--- src/rtl/ttk_pkg.sv ---
// Shared types and constants for the TTK-91 execute unit.
// Used by the front end, the queue and the back end.
package ttk_pkg;

  localparam int unsigned PC_W = 10;

  typedef logic [7:0] opc_t;

  localparam opc_t OP_NOP   = 8'd0;
  localparam opc_t OP_STORE = 8'd1;
  localparam opc_t OP_LOAD  = 8'd2;
  localparam opc_t OP_IN    = 8'd3;
  localparam opc_t OP_OUT   = 8'd4;
  localparam opc_t OP_ADD   = 8'd17;
  localparam opc_t OP_SUB   = 8'd18;
  localparam opc_t OP_MUL   = 8'd19;
  localparam opc_t OP_DIV   = 8'd20;
  localparam opc_t OP_MOD   = 8'd21;
  localparam opc_t OP_AND   = 8'd22;
  localparam opc_t OP_OR    = 8'd23;
  localparam opc_t OP_XOR   = 8'd24;
  localparam opc_t OP_SHL   = 8'd25;
  localparam opc_t OP_SHR   = 8'd26;
  localparam opc_t OP_NOT   = 8'd27;
  localparam opc_t OP_SHRA  = 8'd28;
  localparam opc_t OP_COMP  = 8'd31;
  localparam opc_t OP_JUMP  = 8'd32;
  localparam opc_t OP_JNEG  = 8'd33;
  localparam opc_t OP_JZER  = 8'd34;
  localparam opc_t OP_JPOS  = 8'd35;
  localparam opc_t OP_JNNEG = 8'd36;
  localparam opc_t OP_JNZER = 8'd37;
  localparam opc_t OP_JNPOS = 8'd38;
  localparam opc_t OP_JLES  = 8'd39;
  localparam opc_t OP_JEQU  = 8'd40;
  localparam opc_t OP_JGRE  = 8'd41;
  localparam opc_t OP_JNLES = 8'd42;
  localparam opc_t OP_JNEQU = 8'd43;
  localparam opc_t OP_JNGRE = 8'd44;
  localparam opc_t OP_CALL  = 8'd49;
  localparam opc_t OP_EXIT  = 8'd50;
  localparam opc_t OP_PUSH  = 8'd51;
  localparam opc_t OP_POP   = 8'd52;
  localparam opc_t OP_PUSHR = 8'd53;
  localparam opc_t OP_POPR  = 8'd54;
  localparam opc_t OP_SVC   = 8'd112;

  localparam logic [15:0] HALT_CODE = 16'd11;
  localparam logic [2:0]  SP_IDX    = 3'd6;
  localparam logic [2:0]  FP_IDX    = 3'd7;
  localparam logic [1:0]  MODE_DIR  = 2'd1;
  localparam logic [1:0]  MODE_IND  = 2'd2;

  typedef struct packed {
    logic        preload;
    logic        known;
    opc_t        opc;
    logic [2:0]  rj;
    logic [1:0]  mode;
    logic [2:0]  ri;
    logic [15:0] addr;
    logic [31:0] in_value;
    logic [9:0]  pl_addr;
    logic [31:0] pl_data;
  } item_t;

  function automatic logic known_op(input opc_t o);
    logic k;
    k = (o <= OP_OUT) || (o >= OP_ADD && o <= OP_SHRA) ||
        (o >= OP_COMP && o <= OP_JNGRE) || (o >= OP_CALL && o <= OP_POPR) ||
        (o == OP_SVC);
    return k;
  endfunction

endpackage

--- src/rtl/ttk_in_if.sv ---
// Input channel of the TTK-91 execute unit: valid/ready plus item fields.
// Standalone; no package dependency.
interface ttk_in_if;
  logic        valid;
  logic        ready;
  logic        operation;
  logic [31:0] instr_word;
  logic signed [31:0] in_value;
  logic [9:0]  preload_addr;
  logic signed [31:0] preload_data;

  modport source(output valid, operation, instr_word, in_value, preload_addr,
                 preload_data, input ready);
  modport sink(input valid, operation, instr_word, in_value, preload_addr,
               preload_data, output ready);
endinterface

--- src/rtl/ttk_front.sv ---
// Front end: accepts items, splits the instruction word and classifies it.
// Depends on ttk_pkg and ttk_in_if.
module ttk_front (
  input  logic           clk,
  input  logic           rst_n,
  ttk_in_if.sink         in_ch,
  output logic           push,
  output ttk_pkg::item_t push_item,
  input  logic           q_ready
);

  logic           fr_valid_r;
  ttk_pkg::item_t fr_item_r;
  ttk_pkg::item_t dec;
  logic           acc;

  assign in_ch.ready = !fr_valid_r || q_ready;
  assign acc         = in_ch.valid && in_ch.ready;
  assign push        = fr_valid_r && q_ready;
  assign push_item   = fr_item_r;

  always_comb begin
    dec.preload  = in_ch.operation;
    dec.opc      = in_ch.instr_word[31:24];
    dec.known    = ttk_pkg::known_op(in_ch.instr_word[31:24]);
    dec.rj       = in_ch.instr_word[23:21];
    dec.mode     = in_ch.instr_word[20:19];
    dec.ri       = in_ch.instr_word[18:16];
    dec.addr     = in_ch.instr_word[15:0];
    dec.in_value = in_ch.in_value;
    dec.pl_addr  = in_ch.preload_addr;
    dec.pl_data  = in_ch.preload_data;
  end

  always_ff @(posedge clk) begin
    if (!rst_n) begin
      fr_valid_r <= 1'b0;
    end else if (acc) begin
      fr_valid_r <= 1'b1;
    end else if (push) begin
      fr_valid_r <= 1'b0;
    end
    if (acc) begin
      fr_item_r <= dec;
    end
  end

endmodule

--- src/flat_wrapper.sv ---
// flat-port wrapper written by rule: the top's interface ports become plain ports
module ttk_front_flat 
  (clk, rst_n, push, push_item, q_ready, in_ch_valid, in_ch_operation, in_ch_instr_word, in_ch_in_value, in_ch_preload_addr, in_ch_preload_data, in_ch_ready);
  ttk_in_if in_ch_i ();
  input  logic clk;
  input  logic rst_n;
  output logic push;
  output ttk_pkg::item_t push_item;
  input  logic q_ready;
  input wire logic [$bits(in_ch_i.valid)-1:0] in_ch_valid;
  input wire logic [$bits(in_ch_i.operation)-1:0] in_ch_operation;
  input wire logic [$bits(in_ch_i.instr_word)-1:0] in_ch_instr_word;
  input wire logic [$bits(in_ch_i.in_value)-1:0] in_ch_in_value;
  input wire logic [$bits(in_ch_i.preload_addr)-1:0] in_ch_preload_addr;
  input wire logic [$bits(in_ch_i.preload_data)-1:0] in_ch_preload_data;
  output wire logic [$bits(in_ch_i.ready)-1:0] in_ch_ready;
  assign in_ch_i.valid = in_ch_valid;
  assign in_ch_i.operation = in_ch_operation;
  assign in_ch_i.instr_word = in_ch_instr_word;
  assign in_ch_i.in_value = in_ch_in_value;
  assign in_ch_i.preload_addr = in_ch_preload_addr;
  assign in_ch_i.preload_data = in_ch_preload_data;
  assign in_ch_ready = in_ch_i.ready;
  ttk_front u_core (.clk(clk), .rst_n(rst_n), .in_ch(in_ch_i), .push(push), .push_item(push_item), .q_ready(q_ready));
endmodule
--- config.mk ---
export PLATFORM = sky130hd
export DESIGN_NAME = ttk_front_flat
export DESIGN_NICKNAME = d
export VERILOG_FILES = /design/src/rtl/ttk_pkg.sv /design/src/rtl/ttk_in_if.sv /design/src/rtl/ttk_front.sv /design/src/flat_wrapper.sv
export SDC_FILE = /design/constraint.sdc
export NUM_CORES = 1
export LEC_CHECK = 0
export BUFFER_PORTS_ARGS = -buffer_cell sky130_fd_sc_hd__buf_2
export CAP_MARGIN = 30
export CORE_MARGIN = 2
export CORE_UTILIZATION = 38
export CTS_BUF_LIST = sky130_fd_sc_hd__clkbuf_16
export CTS_CLUSTER_SIZE = 8
export DETAILED_ROUTE_END_ITERATION = 10
export MAX_ROUTING_LAYER = met4
export PLACE_DENSITY = 0.73
export SLEW_MARGIN = 20
export SYNTH_ARGS = -nofsm -noshare
export SYNTH_HDL_FRONTEND = slang
export SYNTH_SLANG_ARGS = --single-unit
--- constraint.sdc ---
create_clock -name clk -period 5.68 [get_ports clk]
set_input_delay 0.568 -clock clk [delete_from_list [all_inputs] [get_ports clk]]
set_output_delay 0.568 -clock clk [all_outputs]
set_load 0.02 [all_outputs]
Yosys cells after proc, flatten, opt, wreduce, memory -nomap -nowiden
Cells that the tools add are included.
Storage, ports and cells
  register bits: 109
  input port bits: 111
  output and inout bits: 110
  word-level logic and storage cells: 33
Operators by class
  order comparisons: 7
  equal/unequal tests: 1
  muxes and demuxes: 2
  reductions and logical operators: 12
Operator list (count)
  greater-or-equal comparator 8 x 5 -> 1 bit, second input constant: 2
  <= comparator 8 x 6 -> 1 bit, second input constant: 2
  equality test 8 x 7 -> 1 bit, second input constant: 1
  greater-or-equal comparator 8 x 6 -> 1 bit, second input constant: 1
  <= comparator 8 x 3 -> 1 bit, second input constant: 1
  <= comparator 8 x 5 -> 1 bit, second input constant: 1
  logical AND 1 bit: 5
  logical OR 1 bit: 5
  two-way mux 1 bit: 2
  nonzero test 2 bit: 1
  logical NOT 1 bit: 1

Depth between registers and ports, before layout
  depth in word-level cells: 6
  mapped depth: 4
  depth with buffers taken out: 4

Worst setup path after synthesis
Ideal clock, no wire load.
  path kind: in2reg
  start: input q_ready
  end: register u_core.fr_item_r, in the netlist u_core.push_item[0], enable pin
  setup time: 479 ps
  arrival time: 3356 ps
  slack: 1845 ps
  cell stages on the path: 2
  path buffers: 0
  path through: nand2b_1 > and2_1
Between the ends
  cells in the longest elaborated chain, start to end: 2
RTL lines
  from (decl): RTL line flat_wrapper.sv:9  | input logic q_ready;
  logical OR 1 bit: RTL line ttk_front.sv:17  | assign in_ch.ready = !fr_valid_r || q_ready;
  logical AND 1 bit: RTL line ttk_front.sv:18  | assign acc = in_ch.valid && in_ch.ready;
  named net u_core.acc: RTL line ttk_front.sv:15  | logic acc;
  to (signal assigned): RTL line ttk_front.sv:44  | fr_item_r <= dec;
  to (decl): RTL line ttk_front.sv:13  | ttk_pkg::item_t fr_item_r;
The timed path passes the listed nets, and every way through them passes these cells.
A chain may end at the register's enable or synchronous reset.

Worst setup path in the final report
  start: input q_ready
  end: register u_core.fr_item_r, in the netlist u_core.push_item[38], enable pin
Same word-level chain as after synthesis.

==> results.md <==
- Grt total ovfl: 0
- Longest Clk Path Bufs: 2
- Leak: around 2.1 nW
- TritonCTS buffer count: 9
- Critical setup path kind: in2reg
- Met1 WL: between 2000 and 3000 µm
- Worst skew pair latency: between 0.3 and 0.4 ns
- Setup TNS: 0 ns
- Antenna Cells: 0
- Area Overhead vs Synth: 45.3%
- Pin slew with the least headroom to its limit: around 0.8 ns
- Post-synth EDFFs: 108
- Hold_buf cts: 0
- Setup slack, reg-to-reg: roughly 3.6 ns
- Worst R2R End: u_core.push_item[38]
- Clock Skew: 0.00578 ns
- Antenna violations before repair: 0
- Post-synthesis sequential area ratio: between 90% and 100%
- Placed cells: roughly 460
- Antenna viol nets, final: 0
- Peak Freq: about 470 MHz
- Drt wl/cell: 15.9 µm
- Synth warnings: 0
- Pre-CTS setup slack: approximately 3.2 ns
- 1st-iter DRT viols: 102
- Max-Cap Viols: 0
- Startpoint Class: input port
- HP Start: in_ch_preload_addr[4]
- Power Total: about 1.7 mW
- Mapped Area: roughly 3400 µm²
- Ports: approximately 220
- Share of layout cells above drive strength 1: around 65%
- DRC Markers: 0
- Dominant synthesized flop cell: edfxtp_1
- Non-Filler Instances: roughly 470
- Mapped Avg Cell Area: around 26 µm²
- Reg2Reg Depth: 3
- RD Place Congestion: 0.771
- Status: completed
- Top routing layer in use: met4
- Detailed placer's ending HPWL: around 5600 µm
- H-tree depth: 3
- Starting density of the core: about two fifths
- WL met2: slightly below 4000 µm
- Setup WS post-layout: roughly 3.6 ns
- Tmin final: approximately 2.1 ns
- Post-route clock period utilization: between 30% and 40%
- Worst Hold End: u_core.push_item[36]
- Fin area: 4910 µm²
- Synthesized Nets: around 240
- Netlist cell types: 16
- Drt pass-1 iters: 4
- R2R Path Start: u_core.fr_valid_r
- PortBufs: 220
- Final Hold Viols: 0
- Die area: between 9000 and 10000 µm²
- Setup Fix Bufs, Post-CTS: 0
- Nets: ~470
- First-pass GRT wire length: about 11000 µm
- Cell count after synthesis: 128
- Cell row count: 34
- Final Max Slew Viols: 0
- Vias in the first global route: about 2.1k
- Vias per std cell: 4.50
- CTS resizes: 0
- WP data arrival: roughly 2.1 ns
- DIE HEIGHT: approximately 98 µm
- Required time worst endpoint: about 5.6 ns
- Vias: roughly 2.1k
- Peak VDD IR: 0.179 mV
- WL met3: roughly 720 µm
- Hold Crit Depth: 1
- CTS tree: built
- Gr usage total: 15.5%
- Crit path from: q_ready
- Pwr/cell area: around 350 nW/µm²
- CTS Sinks: about 110
- #FFs+latches synth: 109
- Setup crit end kind: flip-flop
- Ys async rst share: 0%
- Clk pin slew, worst setup/hold paths: ~0.08 ns
- Detailed Route WL: ~7500 µm
- Worst hold path class: in2reg
- Critical-path maximum fanout: 67
- Max-slew headroom: a little under half
- Root buf cell: clkbuf_16
- Die W: 98.3 µm
- DP Area: ~4600 µm²
- RSZ-0062 raised after global routing: false
- Core Box Area: ~8700 µm²
- Final setup fails: 0
- Largest net degree at the start of global routing: 68
how the worst max path moves through the flow:
stage | to | cells after the start
CTS | u_core.push_item[38] | 4
global route | u_core.push_item[38] | 4
detailed placement | u_core.push_item[49] | 4
floorplan | u_core.push_item[0] | 2
finish | u_core.push_item[38] | 4
global placement | u_core.push_item[6] | 4
per-layer routing:
metal  GRT usage [%]  vias up
met5               -        -
met4            4.11        0
met3            5.87        5
met2            25.3      125
met1            18.2     1017
li1                -      982
sequential cells by signal (all words and copies together), names as in the netlist:
| register | cells |
|---|---|
| u_core.fr_valid_r | 1 |
| u_core.push_item | 108 |
placed cells by master, fill, tap and decap left out:
cell type	n
a211oi_1	1
a21bo_1	1
a21boi_0	1
a21oi_1	2
a221o_1	1
and2_1	1
and2_4	1
buf_2	220
buf_4	1
clkbuf_16	9
clkinv_4	3
dfxtp_1	1
edfxtp_1	108
inv_1	3
inv_6	2
inv_8	1
nand2_1	2
nand2b_1	1
nand3_1	2
nand4_1	1
nor2_1	1
nor4_2	1
o21ai_0	1
cells by family (layout without fill, tap and decap cells):
logic type,after synthesis,in the layout,share of synthesized area [%]
DFF,109,109,96.6
and+or+nand+nor,10,10,1.74
AOI/OAI and AO/OA,7,7,1.48
buffers and inverters,2,239,0.222
power breakdown:
part / switching, mW / internal, mW
sequential: 0.0109 / 0.940
combinational: 0.109 / 0.0589
clock: 0.286 / 0.305
total: 0.405 / 1.30
area by class of cell:
| class | count | area, µm² |
|---|---|---|
| Timing Repair Buffer | 221 | 1110 |
| Multi-Input combinational cell | 17 | 111 |
| Clock inverter | 7 | 58.8 |
| Sequential cell | 109 | 3260 |
| Clock buffer | 9 | 225 |
| Fill cell | 706 | 3770 |
| Tap cell | 108 | 135 |
| Inverter | 2 | 7.51 |
cells in the mapped netlist (all sizes together) (2+ instances only):
| master | n | area (µm²) |
|---|---|---|
| a21oi | 2 | 10.0 |
| and2 | 2 | 12.5 |
| edfxtp | 108 | 3240 |
| inv | 2 | 7.51 |
| nand2 | 2 | 7.51 |
| nand3 | 2 | 10.0 |
worst max-delay path: stages:
cell	delay (ns)
buf_2	0.08
nand2b_1	0.12
and2_4	0.50
buf_4	0.74
stage by stage:
stage	util, %	hold WS [ns]
floorplan	-	0.648
detailed placement	53.3	0.544
global placement	53.3	0.514
global route	56.6	0.377
CTS	56.6	0.385
finish	56.6	0.398
(Power assumes the default switching activity.)
