--- src/rtl/ttk_pkg.sv ---
// Shared types and constants for the TTK-91 execute unit.
// Used by the front end, the queue and the back end.
package ttk_pkg;

  localparam int unsigned PC_W = 10;

  typedef logic [7:0] opc_t;

  localparam opc_t OP_NOP   = 8'd0;
  localparam opc_t OP_STORE = 8'd1;
  localparam opc_t OP_LOAD  = 8'd2;
  localparam opc_t OP_IN    = 8'd3;
  localparam opc_t OP_OUT   = 8'd4;
  localparam opc_t OP_ADD   = 8'd17;
  localparam opc_t OP_SUB   = 8'd18;
  localparam opc_t OP_MUL   = 8'd19;
  localparam opc_t OP_DIV   = 8'd20;
  localparam opc_t OP_MOD   = 8'd21;
  localparam opc_t OP_AND   = 8'd22;
  localparam opc_t OP_OR    = 8'd23;
  localparam opc_t OP_XOR   = 8'd24;
  localparam opc_t OP_SHL   = 8'd25;
  localparam opc_t OP_SHR   = 8'd26;
  localparam opc_t OP_NOT   = 8'd27;
  localparam opc_t OP_SHRA  = 8'd28;
  localparam opc_t OP_COMP  = 8'd31;
  localparam opc_t OP_JUMP  = 8'd32;
  localparam opc_t OP_JNEG  = 8'd33;
  localparam opc_t OP_JZER  = 8'd34;
  localparam opc_t OP_JPOS  = 8'd35;
  localparam opc_t OP_JNNEG = 8'd36;
  localparam opc_t OP_JNZER = 8'd37;
  localparam opc_t OP_JNPOS = 8'd38;
  localparam opc_t OP_JLES  = 8'd39;
  localparam opc_t OP_JEQU  = 8'd40;
  localparam opc_t OP_JGRE  = 8'd41;
  localparam opc_t OP_JNLES = 8'd42;
  localparam opc_t OP_JNEQU = 8'd43;
  localparam opc_t OP_JNGRE = 8'd44;
  localparam opc_t OP_CALL  = 8'd49;
  localparam opc_t OP_EXIT  = 8'd50;
  localparam opc_t OP_PUSH  = 8'd51;
  localparam opc_t OP_POP   = 8'd52;
  localparam opc_t OP_PUSHR = 8'd53;
  localparam opc_t OP_POPR  = 8'd54;
  localparam opc_t OP_SVC   = 8'd112;

  localparam logic [15:0] HALT_CODE = 16'd11;
  localparam logic [2:0]  SP_IDX    = 3'd6;
  localparam logic [2:0]  FP_IDX    = 3'd7;
  localparam logic [1:0]  MODE_DIR  = 2'd1;
  localparam logic [1:0]  MODE_IND  = 2'd2;

  typedef struct packed {
    logic        preload;
    logic        known;
    opc_t        opc;
    logic [2:0]  rj;
    logic [1:0]  mode;
    logic [2:0]  ri;
    logic [15:0] addr;
    logic [31:0] in_value;
    logic [9:0]  pl_addr;
    logic [31:0] pl_data;
  } item_t;

  function automatic logic known_op(input opc_t o);
    logic k;
    k = (o <= OP_OUT) || (o >= OP_ADD && o <= OP_SHRA) ||
        (o >= OP_COMP && o <= OP_JNGRE) || (o >= OP_CALL && o <= OP_POPR) ||
        (o == OP_SVC);
    return k;
  endfunction

endpackage

--- src/rtl/ttk_queue.sv ---
// Two-entry queue of decoded items between front and back end.
// Depends on ttk_pkg.
module ttk_queue (
  input  logic           clk,
  input  logic           rst_n,
  input  logic           push,
  input  ttk_pkg::item_t push_item,
  output logic           q_ready,
  input  logic           pop,
  output logic           q_valid,
  output ttk_pkg::item_t q_item
);

  ttk_pkg::item_t ent_r [2];
  logic           wr_ptr_r;
  logic           rd_ptr_r;
  logic [1:0]     cnt_r;

  assign q_ready = (cnt_r != 2'd2);
  assign q_valid = (cnt_r != 2'd0);
  assign q_item  = ent_r[rd_ptr_r];

  always_ff @(posedge clk) begin
    if (!rst_n) begin
      wr_ptr_r <= 1'b0;
      rd_ptr_r <= 1'b0;
      cnt_r    <= 2'd0;
    end else begin
      if (push) begin
        wr_ptr_r <= !wr_ptr_r;
      end
      if (pop) begin
        rd_ptr_r <= !rd_ptr_r;
      end
      cnt_r <= cnt_r + {1'b0, push} - {1'b0, pop};
    end
    if (push) begin
      ent_r[wr_ptr_r] <= push_item;
    end
  end

endmodule

--- config.mk ---
export PLATFORM = sky130hd
export DESIGN_NAME = ttk_queue
export DESIGN_NICKNAME = d
export VERILOG_FILES = /design/src/rtl/ttk_pkg.sv /design/src/rtl/ttk_queue.sv
export SDC_FILE = /design/constraint.sdc
export NUM_CORES = 1
export LEC_CHECK = 0
export ABC_AREA = 1
export BUFFER_PORTS_ARGS = -buffer_cell sky130_fd_sc_hd__buf_2
export CAP_MARGIN = 20
export CELL_PAD_IN_SITES_DETAIL_PLACEMENT = 1
export CELL_PAD_IN_SITES_GLOBAL_PLACEMENT = 2
export CORE_ASPECT_RATIO = 0.7
export CORE_MARGIN = 1
export CORE_UTILIZATION = 38
export CTS_BUF_LIST = sky130_fd_sc_hd__clkbuf_16
export DETAILED_ROUTE_END_ITERATION = 6
export HOLD_SLACK_MARGIN = 0.02
export PLACE_DENSITY = 0.79
export SYNTH_ARGS = -nofsm -noshare
export SYNTH_HDL_FRONTEND = slang
export SYNTH_SLANG_ARGS = --single-unit
--- constraint.sdc ---
create_clock -name clk -period 6.84 [get_ports clk]
set_clock_uncertainty 0.05 [all_clocks]
set_input_delay 0.342 -clock clk [delete_from_list [all_inputs] [get_ports clk]]
set_output_delay 0.342 -clock clk [all_outputs]
set_load 0.01 [all_outputs]
# Yosys cells after proc, flatten, opt, wreduce, memory -nomap -nowiden
# Memory sizes are Yosys's and may differ from the RTL's. A register that Yosys moved wholly into a read port is not among the register bits.
# Index checks and enable logic that the tools add are counted.
totals:
  input_bits: 112
  ram_bits: 216
  mem_count: 1
  ff_bits: 4
  out_inout_bits: 110
  elab_cells: 14
memory_table:
  columns: ["memory", "words", "word_bits", "rd", "rd_clocked_by_memory_dff", "wr", "line", "source"]
  rows:
  - ["ent_r", 2, 108, 1, 1, 1, "ttk_queue.sv:14", "ttk_pkg::item_t ent_r [2];"]
op_classes:
  eq_ne: 1
  n_addsub: 2
  mux: 4
  n_reduce_logical: 3
op_table:
  columns: ["op", "n"]
  rows:
  - ["1-bit two-way mux", 4]
  - ["2-bit by 1-bit adder with 2-bit output", 1]
  - ["1-bit logical NOT", 2]
  - ["2-bit != test (second input constant)", 1]
  - ["2-bit nonzero test", 1]
  - ["2-bit by 1-bit subtractor with 2-bit output", 1]

# Depth between registers and ports, before layout
# Gate-level depths: netlist (run 1).
depth:
  depth_word: 3
  ltp_mapped: 7
  depth_no_buf: 7

# Least setup slack after synthesis (run 1)
# Ideal clock, no wire load.
synth_timing:
  kind: "in2reg"
  startpoint: "input push"
  endpoint: "memory ent_r[0][0] in the netlist's numbering (enable)"
  path_slack_ps: 1310
  arrival_time_ps: 4902
  required_time_ps: 6211
  setup_time_ps: 579
  path_stages: 2
  n_path_buf: 0
  path_cell_list: "inv_1 -> nor2_1"
synth_between:
  elab_chain_cells: 2
synth_lines:
  columns: ["item", "line", "source"]
  rows:
  - ["start: declaration", "ttk_queue.sv:6", "input logic push,"]
  - ["1-bit two-way mux", "ttk_queue.sv:37", "if (push) begin"]
  - ["1-bit two-way mux (implied by the code)", "ttk_queue.sv:38", "ent_r[wr_ptr_r] <= push_item;"]
  - ["end: declaration", "ttk_queue.sv:14", null]
# Every way passes these cells.

==> flow_summary_export.csv, run 1 <==
group,metric,value,unit
timing,hold_viol,0,
synthesis,synth_cell_type_count,12,
floorplanning,dieArea,21880,um2
floorplanning,start_util,0.3886,
floorplanning,die_w,176.4,um
timing,tightest_slew,1.098,ns
routing,wl_per_cell,19.11,um
placement,portBuffers,221,
synthesis,netlist_area,8088,um2
synthesis,synth-edff-count,216,
critical_path,path_class,"flop to output port",
routing,vias,4614,
grt,grt_max_degree,76,
pwr,power,3.067,mW
critical_path,arrival,2.76,ns
placement,hpwl,11260,um
timing,setup_viol,0,
routing,dr.pass1.iters,4,
routing,vias_per_cell,4.582,
synthesis,synthArstFlopShare,0,
floorplanning,fp.coreArea,20810,um2
grt,grt.total_usage,0.1684,
clock_network,cts-resized-gates,0,
timing,layout_min_cycle_time,3.148,ns
clock_network,cts.clk_slew.worst_paths,0.06,ns
placement,place.gp.congestion,0.7334,
routing,drc,0,
synthesis,yosysTopAreaCell,"edfxtp_1",
critical_path,crit_path_max_fanout,75,
clock_network,ctsHtreeMaxLevel,1,
timing,rsz0062_at_grt,"false",
grt,grt_pass1_wl,27880,um
synthesis,synth.avg_cell_area,21.92,um2
synthesis,synth_top_cell_area_share,0.8020,
clock_network,insertion_delay,0.49,ns
placement,place_area,9498,um2
synthesis,synthFlopType,"edfxtp_1",
critical_path,critPathLaunchType,"flop",
timing,maxSlewHeadroom,0.2677,
timing,max_freq,317.7,MHz
cells_and_area,nets,829,
pwr,p_leak,4.335,nW
floorplanning,boundaryPins,222,
cells_and_area,area_growth,39.20,%
critical_path,end_kind,"output port",
timing,drv_slew,0,
cells_and_area,seq_area,6590,um2
pwr,clkPwrFrac,0.371,
pwr,p_switching,0.6822,mW
pwr,netSwitchingFraction,0.2225,
synthesis,yosys-top-cells-count,"216 x edfxtp_1, 88 x mux2_2, 20 x mux2_4",
clock_network,clkSinkCount,221,
routing,ant_nets,0,
timing,fin_crit_sh,0.4602,
cells_and_area,nFillCells,1991,
grt,grt_antenna_before_repair,1,
synthesis,synthesis.nets,483,
grt,grt_pass1_vias,5085,
floorplanning,num_rows,44,
pwr,vdd_drop_max,0.2102,mV
clock_network,clockRootBuffer,"clkbuf_16",
clock_network,cts_setup_buffers,0,
clock_network,cts_buffer_depth,3,
pwr,comb_power_share,0.109,
min_path,hold_path_class,"input port to flop",
cells_and_area,multi_input_area,1398,um2
floorplanning,die_y,124.1,um
synthesis,synthTopCellsByArea,"edfxtp_1 80%, mux2_2 12%, mux2_4 3.7%",
routing,first_iter_violations,271,
pwr,intPower,2.385,mW
clock_network,cts_tree,"yes",
grt,gr-total-overflow,0,
synthesis,syn_inst,369,
cells_and_area,drive_gt1_frac,0.5000,
synthesis,yosysSeqAreaShare,0.8144,
pwr,p_seq_frac,0.520,
job,cap_viol_max_count,0,
critical_path,critPathRequiredTime,6.45,ns
synthesis,yosys_warnings,0,
status,status,"finished clean",
synthesis,synth_most_common_cell,"edfxtp_1",
pwr,p_per_area,272.4,nW/um2
routing,wirelength,19250,um
timing,fin_tns_setup,0,ns
clock_network,cts_buffers,23,
timing,fin_hold_ws,0.04371,ns
cells_and_area,fin_area,11260,um2
synthesis,synth.ff_latch_count,221,
==> logic make-up (layout without fill, tap and decap cells) <==
family | count (synthesis) | count (layout) | share of synthesized area
compound gates | 1 | 1 | 0.0006182
fa+ha+maj | 2 | 2 | 0.003094
buf+inv | 19 | 380 | 0.01377
flops | 221 | 221 | 0.8144
mux | 108 | 108 | 0.1597
other cells | 0 | 1 | 0
simple gates | 18 | 18 | 0.008509
==> flip-flops by register name (all words and copies together) (netlist names), named ones only <==
| name | cells |
|---|---|
| ent_r | 216 |
| rd_ptr_r | 1 |
| wr_ptr_r | 1 |
| cnt_r | 2 |
==> worst paths after layout <==
check	cells after the start	slack [ns]	startpoint	to
worst max-delay path	3	3.69	flop	q_item[107]
worst min-delay path	3	0.04	rst_n	cnt_r[0]
worst max register to register	3	4.59	wr_ptr_r	ent_r[1][46]
worst min register to register	2	0.47	rd_ptr_r	rd_ptr_r
==> cell type report <==
class                      instances  share of cell area
clock inverter                    17            0.009002
timing repair buffer             333              0.1969
antenna                            1           0.0002223
clock buffer                      23             0.05112
sequential                       221              0.5854
inverter                           7            0.002556
tap                              276             0.03067
multi-input combinational        129              0.1241
==> cells in the final DEF, fill, tap and decap left out, drive strengths merged <==
master	n
inv	13
ha	2
dfxtp	5
diode	1
mux2	108
nand2	10
clkbuf	23
nor2	7
edfxtp	216
nand3	1
bufinv	1
a21oi	1
clkinv	8
buf	225
dlygate4sd3	108
clkinvlp	2
==> repair_timing <==
item	CTS	global route
hold buffers	108	0
endpoints found under the setup margin	0	0
hold endpoints to repair	216	0
==> per-layer routing <==
metal	up-vias	wire length, um	global-route usage
met5	-	0	0
met4	0	373	0.03933
met2	168	9530	0.2982
li1	2138	-	-
met1	2277	8012	0.2085
met3	31	1331	0.04212
==> critical path, stage by stage (launching register included) <==
cell and delay (ns):
dfxtp_4 0.68, buf_4 0.88, mux2_2 0.44, buf_2 0.14
==> metrics by stage <==
step / std cells / utilization / setup slack, ns
2_1_floorplan: 369 / - / 1.310
3_3_place_gp: 858 / 0.4564 / 4.222
3_5_place_dp: 858 / 0.4564 / 4.192
4_1_cts: 1006 / 0.5409 / 3.642
5_1_grt: 1007 / 0.5410 / 3.535
6_report: 1007 / 0.5410 / 3.692
==> power groups by stage <==
stage | sequential (mW) | clock [mW] | combinational, mW
6_report | 1.59 | 1.14 | 0.334
5_1_grt | 1.60 | 1.21 | 0.359
4_1_cts | 1.59 | 1.16 | 0.335
3_5_place_dp | 1.62 | 0 | 0.282
3_3_place_gp | 1.62 | 0 | 0.273
2_1_floorplan | 1.62 | 0 | 0.161
Power figures use the tool's default switching activity.
==> run 2, diff against run 1 <==
--- a/config.mk
+++ b/config.mk
@@ -5,7 +5,7 @@
 export SDC_FILE = /design/constraint.sdc
 export NUM_CORES = 1
 export LEC_CHECK = 0
-export ABC_AREA = 1
+export ABC_AREA = 0
 export BUFFER_PORTS_ARGS = -buffer_cell sky130_fd_sc_hd__buf_2
 export CAP_MARGIN = 20
 export CELL_PAD_IN_SITES_DETAIL_PLACEMENT = 1
==> constraint.sdc (replaced) <==
create_clock -name clk -period 3 [get_ports clk]
set_clock_uncertainty 0.05 [all_clocks]
set_input_delay 0.15 -clock clk [delete_from_list [all_inputs] [get_ports clk]]
set_output_delay 0.15 -clock clk [all_outputs]
set_load 0.01 [all_outputs]
==> flow_summary_export.csv, run 2 <==
group,metric,value,unit
clock_network,cts.clk_slew.worst_paths,0.06,ns
synthesis,yosys_warnings,0,
routing,vias_per_cell,4.542,
grt,grt_antenna_before_repair,1,
cells_and_area,mostFrequentLayoutCell,"buf_2",
critical_path,ff2ff_setup_slack,1.17,ns
synthesis,synth-edff-count,216,
routing,vias,4533,
grt,grt_pass1_vias,4881,
critical_path,crit_chain,"buf_4, mux2_2, buf_2",
timing,rsz0062_at_grt,"false",
cells_and_area,top_register,"ent_r",
timing,hold_viol,0,
critical_path,path_class,"flop to output port",
min_path,hold_path_class,"input port to flop",
routing,drc,0,
grt,gr-total-overflow,0,
critical_path,critPathLaunchType,"flop",
timing,fin_crit_sh,0.7849,
floorplanning,die_y,124.1,um
grt,grt_pass1_wl,26700,um
pwr,vdd_drop_max,0.3498,mV
floorplanning,fp.coreArea,20810,um2
synthesis,netlist_area,8088,um2
clock_network,cts_buffer_depth,3,
timing,setup_viol,0,
cells_and_area,area_growth,39.57,%
cells_and_area,utilization,0.5424,
grt,grt_max_degree,67,
synthesis,syn_inst,357,
placement,dp_cells,848,
pwr,p_per_area,612.3,nW/um2
cells_and_area,largest_reg_flops,216,
critical_path,critPathRequiredTime,2.80,ns
synthesis,synth_top_cell_area_share,0.8020,
routing,first_iter_violations,190,
synthesis,synthTopCellsByArea,"edfxtp_1 80%, mux2_2 12%, mux2_4 3.7%",
cells_and_area,nets,821,
critical_path,cpMaxStageDelayCell,"dfxtp_4",
synthesis,yosysSeqAreaShare,0.8144,
floorplanning,start_util,0.3886,
synthesis,synth.avg_cell_area,22.65,um2
min_path,hold_start,"push",
routing,dr.pass1.iters,4,
clock_network,clkSinkCount,221,
timing,layout_min_cycle_time,2.355,ns
synthesis,synth.ff_latch_count,221,
timing,drv_slew,0,
timing,fin_tns_setup,0,ns
timing,max_freq,424.7,MHz
pwr,p_leak,4.339,nW
routing,wirelength,17990,um
clock_network,cts_tree,"yes",
cells_and_area,drive_gt1_frac,0.5076,
floorplanning,boundaryPins,222,
floorplanning,num_rows,44,
floorplanning,die_w,176.4,um
clock_network,ctsHtreeMaxLevel,1,
critical_path,crit_path_max_fanout,35,
cells_and_area,reg_top3,"ent_r x216, cnt_r x2",
clock_network,cts_buffers,22,
placement,hpwl,11200,um
routing,ant_nets,0,
synthesis,yosysTopAreaCell,"edfxtp_1",
synthesis,synthFlopType,"edfxtp_1",
synthesis,yosys-top-cells-count,"216 x edfxtp_1, 88 x mux2_2, 20 x mux2_4",
timing,maxSlewHeadroom,0.4031,
clock_network,insertion_delay,0.48,ns
floorplanning,dieArea,21880,um2
synthesis,synth_cell_type_count,15,
critical_path,arrival,2.15,ns
clock_network,clockRootBuffer,"clkbuf_16",
synthesis,synth_most_common_cell,"edfxtp_1",
cells_and_area,fin_cells,998,
status,status,"finished clean",
routing,wl_per_cell,18.02,um
timing,tightest_slew,0.8953,ns
cells_and_area,layout_common_cells,"221 x buf_2, 216 x edfxtp_1, 111 x dlygate4sd3_1, 88 x mux2_2, 23 x clkbuf_16",
job,cap_viol_max_count,0,
critical_path,end_kind,"output port",
placement,portBuffers,221,
clock_network,cts_setup_buffers,0,
synthesis,synthArstFlopShare,0,
critical_path,max_stage_delay,0.66,ns
synthesis,synthesis.nets,471,
critical_path,r2r_start,"wr_ptr_r",
grt,grt.total_usage,0.1584,
placement,place.gp.congestion,0.7771,
[run 2: repair_timing]
| item | 4_1_cts | 5_1_grt |
|---|---|---|
| hold buffers | 111 | 0 |
| gates resized for setup | 0 | 0 |
| endpoints found under the hold margin | 221 | 0 |
[run 2: area by class of cell]
type | instances | area [um2]
antenna | 1 | 2.502
clock buffer | 23 | 575.6
clock inverter | 15 | 61.31
fill | 1988 | 9522
inverter | 2 | 7.507
multi-input combinational | 122 | 1419
sequential | 221 | 6590
tap | 276 | 345.3
timing repair buffer | 338 | 2287
[run 2: critical path, delay by kind of cell (launching register included)]
kind     cells  cell delay, ns
buf+inv      2            0.58
flops        1            0.66
mux          1            0.39
[run 2: final timing paths]
kind	to	cells past startpoint
worst max-delay path	q_item[63]	3
worst min-delay path	cnt_r[0]	3
worst max register to register	wr_ptr_r	4
worst min register to register	flop	2
[run 2: logic make-up after synthesis]
group                      synth area share
DFF                                  0.8144
xor gates and xnor gates           0.003868
and+or+nand+nor                    0.006652
buffers and inverters               0.01145
muxes                                0.1597
adders and majority gates          0.003094
AOI/OAI and AO/OA                 0.0009286
[run 2: stage by stage]
step                cell area [um2]  hold WS [ns]  worst slack (ns)  power [mW]
floorplan                      8097        0.1989            0.5883       4.099
detailed placement             9538        0.2920             1.136       4.428
global placement               9538        0.2873             1.188       4.391
global route                  11290       0.06534            0.5157       7.186
finish                        11290       0.04444            0.6452       6.912
CTS                           11290       0.02321            0.5945       7.000
[run 2: power by group]
group          internal (mW)  switching (mW)  total (mW)
combinational          0.450           0.391       0.841
sequential              3.57          0.0618        3.63
clock                   1.37            1.06        2.44
[run 2: routing by layer]
| layer | vias to the layer above | GRT usage | routed length, um |
|---|---|---|---|
| li1 | 2116 | - | - |
| met1 | 2224 | 0.2076 | 7908 |
| met2 | 170 | 0.2638 | 8486 |
| met3 | 23 | 0.04518 | 1382 |
| met4 | 0 | 0.03341 | 208 |
| met5 | - | 0 | 0 |
==> run 3, diff against run 2 <==
==> constraint.sdc (replaced) <==
create_clock -name clk -period 2.2 [get_ports clk]
set_clock_uncertainty 0.05 [all_clocks]
set_input_delay 0.11 -clock clk [delete_from_list [all_inputs] [get_ports clk]]
set_output_delay 0.11 -clock clk [all_outputs]
set_load 0.01 [all_outputs]
==> flow_summary_export.csv, run 3 (synthesis gave the netlist of run 2 again) <==
group,metric,value,unit
status,status,"finished clean",
grt,gr-total-overflow,0,
placement,hpwl,10620,um
placement,place_area,9597,um2
min_path,hold_path_class,"input port to flop",
critical_path,crit_path_max_fanout,25,
timing,max_freq,492.5,MHz
critical_path,crit_chain,"buf_12, mux2_2, buf_2",
routing,met2_length,9567,um
grt,grt_antenna_before_repair,0,
clock_network,cts.clk_slew.worst_paths,0.06,ns
cells_and_area,drive_gt1_frac,0.5076,
timing,fin_tns_setup,0,ns
critical_path,critPathRequiredTime,2.04,ns
timing,drv_slew,0,
cells_and_area,area_growth,41.26,%
pwr,p_leak,4.391,nW
clock_network,ctsHtreeMaxLevel,1,
clock_network,cts-resized-gates,0,
routing,top_layer_used,"met4",
job,cap_viol_max_count,0,
critical_path,cpMaxStageDelayCell,"dfxtp_4",
routing,wirelength,18470,um
routing,wl_met1,7615,um
floorplanning,die_y,124.1,um
cells_and_area,nFillCells,1944,
floorplanning,num_rows,44,
timing,layout_min_cycle_time,2.031,ns
grt,grt_pass1_vias,5092,
cells_and_area,antennaDiodeCount,0,
pwr,p_per_area,845.6,nW/um2
placement,portBuffers,221,
timing,fin_crit_sh,0.9230,
cells_and_area,reg_top3,"ent_r x216, cnt_r x2",
routing,vias,4579,
routing,met3_wirelength,1013,um
timing,maxSlewHeadroom,0.5717,
timing,setup_viol,0,
critical_path,cp_top_family,"flip-flops",
clock_network,cts_buffers,23,
floorplanning,dieArea,21880,um2
cells_and_area,fin_area,11420,um2
routing,vias_per_cell,4.565,
cells_and_area,mostFrequentLayoutCell,"buf_2",
placement,place.gp.congestion,0.7243,
routing,first_iter_violations,180,
clock_network,insertion_delay,0.49,ns
floorplanning,die_w,176.4,um
routing,ant_nets,0,
grt,grt_max_degree,110,
timing,rsz0062_at_grt,"false",
critical_path,path_class,"flop to output port",
cells_and_area,largest_reg_flops,216,
clock_network,cts_buffer_depth,3,
clock_network,cts_tree,"yes",
clock_network,clkSinkCount,221,
floorplanning,fp.coreArea,20810,um2
critical_path,max_stage_delay,0.57,ns
cells_and_area,nets,825,
floorplanning,start_util,0.3886,
cells_and_area,layout_common_cells,"221 x buf_2, 216 x edfxtp_1, 112 x dlygate4sd3_1, 88 x mux2_2, 23 x clkbuf_16",
critical_path,cp_num_buf_inv,2,
routing,dr.pass1.iters,4,
pwr,vdd_drop_max,0.5116,mV
cells_and_area,utilization,0.5490,
timing,hold_viol,0,
timing,tightest_slew,0.6424,ns
floorplanning,boundaryPins,222,
routing,drc,0,
clock_network,clockRootBuffer,"clkbuf_16",
grt,grt.total_usage,0.1633,
routing,wl_per_cell,18.42,um
critical_path,critPathLaunchType,"flop",
critical_path,arrival,1.87,ns
cells_and_area,top_register,"ent_r",
critical_path,end_kind,"output port",
grt,grt_pass1_wl,27480,um
-- run 3: final timing paths --
path | from | to | slack [ns] | cells after the start
max | flop | q_item[3] | 0.17 | 3
min | push_item[28] | ent_r[0][28] | 0.29 | 2
max reg2reg | wr_ptr_r | ent_r[1][105] | 0.66 | 2
min reg2reg | rd_ptr_r | flop | 0.53 | 2
-- run 3: what timing repair did --
item,CTS,global route
endpoints found under the setup margin,0,30
setup buffers,0,1
hold buffers,112,0
hold endpoints to repair,221,0
-- run 3: area by class of cell --
type / count / area [um2] / share of cell area
repair buffers: 341 / 2382 / 0.2085
flip-flops and latches: 221 / 6591 / 0.5769
multi-input cells: 122 / 1419 / 0.1242
clock buffers: 23 / 575.6 / 0.05038
clock inverters: 18 / 103.9 / 0.009090
well taps: 276 / 345.3 / 0.03023
inverters: 2 / 7.507 / 0.0006571
-- run 3: power breakdown --
| part | switching (mW) | total [mW] | leakage [nW] | internal [mW] |
|---|---|---|---|---|
| registers | 0.0743 | 4.94 | 2.07 | 4.87 |
| logic | 0.562 | 1.21 | 1.96 | 0.643 |
| clock network | 1.51 | 3.51 | 0.362 | 2.01 |
| total | 2.14 | 9.66 | 4.39 | 7.52 |
-- run 3: per-layer routing --
metal / track usage / up-vias
met1: 0.1966 / 2297
met2: 0.3014 / 144
li1: - / 2117
met5: 0 / -
met3: 0.03877 / 21
met4: 0.03017 / 0
-- run 3: per-stage QoR --
step	cells	worst slack, ns	hold WS, ns	power, mW
2_1_floorplan	357	-0.2019	0.1589	5.589
3_3_place_gp	849	0.5623	0.2465	6.010
3_5_place_dp	849	0.5373	0.2515	6.059
4_1_cts	1002	0.003804	0.2590	9.740
5_1_grt	1003	0.07795	0.2749	10.02
6_report	1003	0.1694	0.2904	9.661
